### config.mk
export PLATFORM = sky130hd
export DESIGN_NAME = pfgw_lane
export DESIGN_NICKNAME = d
export VERILOG_FILES = /design/src/rtl/page_framebuffer_pixel_glyph_writer_core_defines.svh /design/src/rtl/pfgw_pkg.sv /design/src/rtl/pfgw_ram.sv /design/src/rtl/pfgw_lane.sv
export SDC_FILE = /design/constraint.sdc
export NUM_CORES = 1
export LEC_CHECK = 0
export ABC_CLOCK_PERIOD_IN_PS = 9670
export BUFFER_PORTS_ARGS = -buffer_cell sky130_fd_sc_hd__buf_2
export CAP_MARGIN = 20
export CORE_UTILIZATION = 40
export CTS_CLUSTER_DIAMETER = 100
export DETAILED_ROUTE_END_ITERATION = 12
export SYNTH_ARGS = -nofsm -noshare
export SYNTH_HDL_FRONTEND = slang
export SYNTH_SLANG_ARGS = --single-unit
export TNS_END_PERCENT = 10
### constraint.sdc
create_clock -name clk -period 9.67 [get_ports clk]
set_input_delay 0.967 -clock clk [delete_from_list [all_inputs] [get_ports clk]]
set_output_delay 0.967 -clock clk [all_outputs]
set_load 0.005 [all_outputs]
### src/rtl/page_framebuffer_pixel_glyph_writer_core_defines.svh
// Assertion macros for the page frame store core.
// Expects signals named clk and rst in the including module's scope.
`ifndef PAGE_FRAMEBUFFER_PIXEL_GLYPH_WRITER_CORE_DEFINES_SVH
`define PAGE_FRAMEBUFFER_PIXEL_GLYPH_WRITER_CORE_DEFINES_SVH

// Same-cycle implication, checked outside reset.
`define PFGW_ASSERT(label, prop, msg) \
  label: assert property (@(posedge clk) disable iff (rst) prop) else $error(msg);

// Next-cycle implication, checked outside reset.
`define PFGW_ASSERT_NEXT(label, cond, nxt, msg) \
  label: assert property (@(posedge clk) disable iff (rst) cond |=> nxt) else $error(msg);

`endif

### src/rtl/pfgw_pkg.sv
// Shared types, codes and defaults for the page frame store core.
// No dependencies; imported by the lane and top level modules.
package pfgw_pkg;

  localparam int DISPLAY_WIDTH_DEF  = 128;
  localparam int DISPLAY_HEIGHT_DEF = 64;
  localparam int STORE_DEPTH        = 1024;
  localparam int LANES              = 8;

  localparam logic [2:0] KIND_PIXEL  = 3'd0;
  localparam logic [2:0] KIND_FILL   = 3'd1;
  localparam logic [2:0] KIND_CURSOR = 3'd2;
  localparam logic [2:0] KIND_GLYPH  = 3'd3;
  localparam logic [2:0] KIND_READ   = 3'd4;

  localparam logic [1:0] REG_INVERT = 2'd0;
  localparam logic [1:0] REG_WIDTH  = 2'd1;
  localparam logic [1:0] REG_HEIGHT = 2'd2;

  localparam logic [3:0] GLYPH_WIDTH_RESET  = 4'd7;
  localparam logic [6:0] GLYPH_HEIGHT_RESET = 7'd18;

  typedef struct packed {
    logic [2:0] kind;
    logic [7:0] pos_x;
    logic [7:0] pos_y;
    logic       color;
    logic [7:0] glyph_bits;
    logic [5:0] glyph_row;
    logic [9:0] byte_address;
  } pfgw_item_t;

  typedef struct packed {
    logic [7:0] read_data;
    logic       status;
  } pfgw_result_t;

  // Broadcast to all lanes: a run of up to eight columns on one pixel row.
  typedef struct packed {
    logic       wr;      // draw pixels
    logic       rd;      // read one byte
    logic [7:0] x0;      // leftmost column
    logic [7:0] y;       // pixel row (page in bits 5:3)
    logic [3:0] w;       // run length, 1..8
    logic [7:0] bits;    // bit w-1 is leftmost
    logic       color;   // color of a set bit, invert already applied
  } pfgw_cmd_t;

  typedef struct packed {
    logic issue;   // latch the broadcast command
    logic commit;  // write back the modified byte
    logic sweep;   // write every lane at the sweep address
    logic fill;    // sweep value: 1 white, 0 black
  } pfgw_ctl_t;

endpackage

### src/rtl/pfgw_ram.sv
// Generic single-write, single-read RAM with registered read data.
// No dependencies.
module pfgw_ram #(
  parameter int WIDTH = 8,
  parameter int DEPTH = 128,
  parameter int AW    = 7
) (
  input  logic             clk,
  input  logic             we,
  input  logic [AW-1:0]    waddr,
  input  logic [WIDTH-1:0] wdata,
  input  logic [AW-1:0]    raddr,
  output logic [WIDTH-1:0] rdata
);

  logic [WIDTH-1:0] mem [DEPTH];

  always_ff @(posedge clk) begin
    if (we) begin
      mem[waddr] <= wdata;
    end
    rdata <= mem[raddr];
  end

endmodule

### src/rtl/pfgw_lane.sv
// One column lane: owns the store bank for columns x with x % 8 == LANE.
// Depends on pfgw_pkg and pfgw_ram.
module pfgw_lane import pfgw_pkg::*; #(
  parameter int LANE       = 0,
  parameter int PAGE_COLS  = 16,
  parameter int BANK_DEPTH = 128,
  parameter int BANK_AW    = 7
) (
  input  logic               clk,
  input  logic               rst,
  input  pfgw_ctl_t          ctl,
  input  pfgw_cmd_t          cmd,
  input  logic [BANK_AW-1:0] sweep_addr,
  output logic [7:0]         rdata
);

  localparam logic [2:0] LANE_ID = 3'(LANE);

  logic [2:0]         offs;
  logic               hit;
  logic [2:0]         bit_sel;
  logic [7:0]         col;
  logic [BANK_AW-1:0] addr_next;
  logic               pix_next;
  logic [7:0]         mask_next;

  logic               active;
  logic               write;
  logic [BANK_AW-1:0] addr;
  logic [7:0]         mask;
  logic               pix;

  logic               we;
  logic [BANK_AW-1:0] waddr;
  logic [7:0]         wdata;

  // Position of this lane's column within the run.
  always_comb begin
    offs      = LANE_ID - cmd.x0[2:0];
    hit       = ({1'b0, offs} < cmd.w) && (cmd.wr || cmd.rd);
    bit_sel   = 3'(cmd.w - 4'd1 - {1'b0, offs});
    col       = cmd.x0 + {5'd0, offs};
    addr_next = BANK_AW'(int'(cmd.y[5:3]) * PAGE_COLS + int'(col[7:3]));
    pix_next  = cmd.bits[bit_sel] ? cmd.color : ~cmd.color;
    mask_next = 8'd1 << cmd.y[2:0];
  end

  always_ff @(posedge clk) begin
    if (rst) begin
      active <= 1'b0;
      write  <= 1'b0;
    end else if (ctl.issue) begin
      active <= hit;
      write  <= cmd.wr;
    end
  end

  always_ff @(posedge clk) begin
    if (ctl.issue) begin
      addr <= addr_next;
      mask <= mask_next;
      pix  <= pix_next;
    end
  end

  always_comb begin
    we    = ctl.sweep || (ctl.commit && active && write);
    waddr = ctl.sweep ? sweep_addr : addr;
    if (ctl.sweep) begin
      wdata = {8{ctl.fill}};
    end else if (pix) begin
      wdata = rdata | mask;
    end else begin
      wdata = rdata & ~mask;
    end
  end

  pfgw_ram #(
    .WIDTH (8),
    .DEPTH (BANK_DEPTH),
    .AW    (BANK_AW)
  ) u_bank (
    .clk   (clk),
    .we    (we),
    .waddr (waddr),
    .wdata (wdata),
    .raddr (addr),
    .rdata (rdata)
  );

endmodule

==> run summary <==
via/cell ratio = 5.60
pin count of the biggest net entering global routing = 137
die area = 103000 sq um
Least-Margin Pin Slew = 1.07 ns
M1 GR Usage = 0.253
WL per Instance = 27.5 um
Core Footprint = 101000 sq um
Max Root-Sink Buffers = 3
post-synthesis cell count = 1752
final antenna-violating net count = 0
setup violators final = 0
Worst VDD drop = 0.205 mV
Critical Path AT = 5.41 ns
busiest grt layer = met2
Starting DRT DRC Count = 1972
GRT Overall Usage = 0.179
vias in the first global route = 19017
pre-CTS setup slack = 4.75 ns
htree depth = 3
CP Launch Type = register
layout cells sized above 1 = 0.311
Max Slew Vio Count = 0
CP Buf/Inv Count = 3
Post-synth EDFFs = 1040
Main synth FF type = edfxtp_1
Max Cap Viol = 0
final worst path period share = 0.503
post-synthesis instance area = 40900 sq um
total number of vias = 18489
Final WS setup = 4.81 ns
DRC = 0
Worst Setup Path Type = register to register
I/O pin total = 52
WP data required = 10.22 ns
HP Class = input pin to register
cell taking the most area after synthesis = edfxtp_1
number of core rows = 116
Die Wd = 322 um
Avg Synthesized Cell Area = 23.3 sq um
post-synthesis cell type count = 34
max_slew headroom = 0.284
setup TNS = 0 ns
Reg area = 31400 sq um
CTS tree = yes
first-pass GRT wire length = 133000 um
effective utilization at floorplan = 0.406
Crit. End Element = register
worst skew pair latency = 0.69 ns
met2 Resource Use GR = 0.285
CP peak stage delay = 0.86 ns
slowest cell on the critical path = buf_4
status = finished clean
Fin Clk Skew = 0.0190 ns
DP Cell Count = 3101
Pwr Total = 10.6 mW
CP Cell Sequence = buf_4, buf_4, buf_12, mux4_2, mux4_2, mux4_2, mux2_2
async set or reset register ratio after synthesis = 0
yosys warns = 0
Hold Path Origin = rst
First-pass DRT Iterations = 7
Final Hold Fails = 0
port bufs = 49
fin nets = 1908
critical-path maximum fanout = 136
crit path from = addr[2]
Power Dens Cells = 228 nW/um^2
GRT overflow = 0
most used cell, CP = mux4_2
Post-CTS Resized = 0
count leader, synth = edfxtp_1
final wirelength = 90700 um
Fmax = 0.206 GHz
setup bufs post-CTS = 0
CTS root buf = clkbuf_16
initial antenna violation count = 4
reg2reg start = addr[2]
Largest delay share family, worst path = buffers and inverters
GP Congestion = 0.814
final cell count without fillers = 3303
CTS clk-pin slew, worst paths = 0.06 ns
Clock Sinks = 1050
commonest cells in the netlist = edfxtp_1, mux4_2, nor2_1
area of the multi-input gates = 9070 sq um
area grow syn2layout = 13.7%
DP HPWL = 53600 um
syn_nets = 1806
CTS Buf Count = 104
Yosys top cell area share = 0.764
met3 GRT Util = 0.0365
Die Ht = 322 um
RSZ-0062 raised after global routing = false
Leak = 14.2 nW
post-synthesis sequential element count = 1050
Seq/Total Area, Yosys = 0.769
fin crit period = 4.86 ns
Fillers = 8401
CTS Hold Buffers Added = 0
most area-consuming cells after synthesis = edfxtp_1, mux4_2, nor2_1
[layout make-up]
cell class | count | area share
flip-flops and latches | 1050 | 0.676
repair buffers | 85 | 0.0121
multi-input cells | 598 | 0.195
inverters | 15 | 0.00127
well taps | 1357 | 0.0365
diodes | 2 | 0.000108
clock inverters | 67 | 0.0180
clock buffers | 129 | 0.0606
[logic make-up after synthesis]
family                     count (synthesis)  synth area share
adders and majority gates                 10           0.00324
xor gates and xnor gates                   9           0.00193
AOI/OAI and AO/OA                         26           0.00496
and+or+nand+nor                          203            0.0206
DFF                                     1050             0.769
buffers and inverters                    104            0.0109
muxes                                    350             0.189
[metrics by stage]
step           utilization  hold WS, ns  area [sq um]
6_report             0.461        0.470         46500
5_1_grt              0.461        0.439         46500
4_1_cts              0.461        0.424         46400
3_5_place_dp         0.425        0.468         42800
3_3_place_gp         0.425        0.468         42800
2_1_floorplan            -        0.439         40900
[registers in the layout (all words and copies together) (netlist names)]
register	cells
mask	8
write	1
active	1
u_bank.rdata	8
pix	1
u_bank.mem	1024
addr	7
[cell usage in the layout, fill, tap and decap left out, types with 5 or more instances in the layout]
| master | synthesis | routed |
|---|---|---|
| o32ai_1 | 10 | 9 |
| a211oi_1 | 8 | 8 |
| dfxtp_1 | 10 | 10 |
| xnor2_1 | 6 | 6 |
| nor2_4 | 0 | 8 |
| ha_1 | 9 | 9 |
| nand2_1 | 29 | 29 |
| nand3_1 | 13 | 13 |
| inv_1 | 13 | 11 |
| nor2b_1 | 9 | 9 |
| buf_4 | 1 | 32 |
| clkinv_1 | 1 | 24 |
| clkbuf_16 | 0 | 105 |
| clkinvlp_4 | 0 | 7 |
| edfxtp_1 | 1040 | 1040 |
| bufinv_16 | 0 | 16 |
| clkbuf_8 | 0 | 10 |
| mux4_2 | 338 | 338 |
| clkbuf_1 | 43 | 14 |
| nand2b_1 | 5 | 5 |
| clkinv_2 | 0 | 13 |
| buf_2 | 22 | 49 |
| mux2_2 | 9 | 9 |
| nor2_1 | 139 | 131 |
[path summary, 6_finish.rpt]
| kind | depth (start not counted) | end | slack (ns) |
|---|---|---|---|
| worst max-delay path | 7 | u_bank.rdata[6] | 4.81 |
| worst min-delay path | 2 | active | 0.47 |
| worst max register to register | 7 | u_bank.rdata[6] | 4.81 |
| worst min register to register | 2 | active | 0.48 |
[power breakdown]
group	switching, mW	internal, mW	leakage [nW]
Sequential	0.0302	5.21	9.42
Combinational	0.672	0.434	3.02
Clock	1.72	2.51	1.76
[per-layer routing]
metal	up-vias	wire length, um
li1	7670	-
met3	128	6270
met5	-	26
met2	650	44200
met4	4	2010
met1	10037	38200
(Power assumes the default switching activity.)
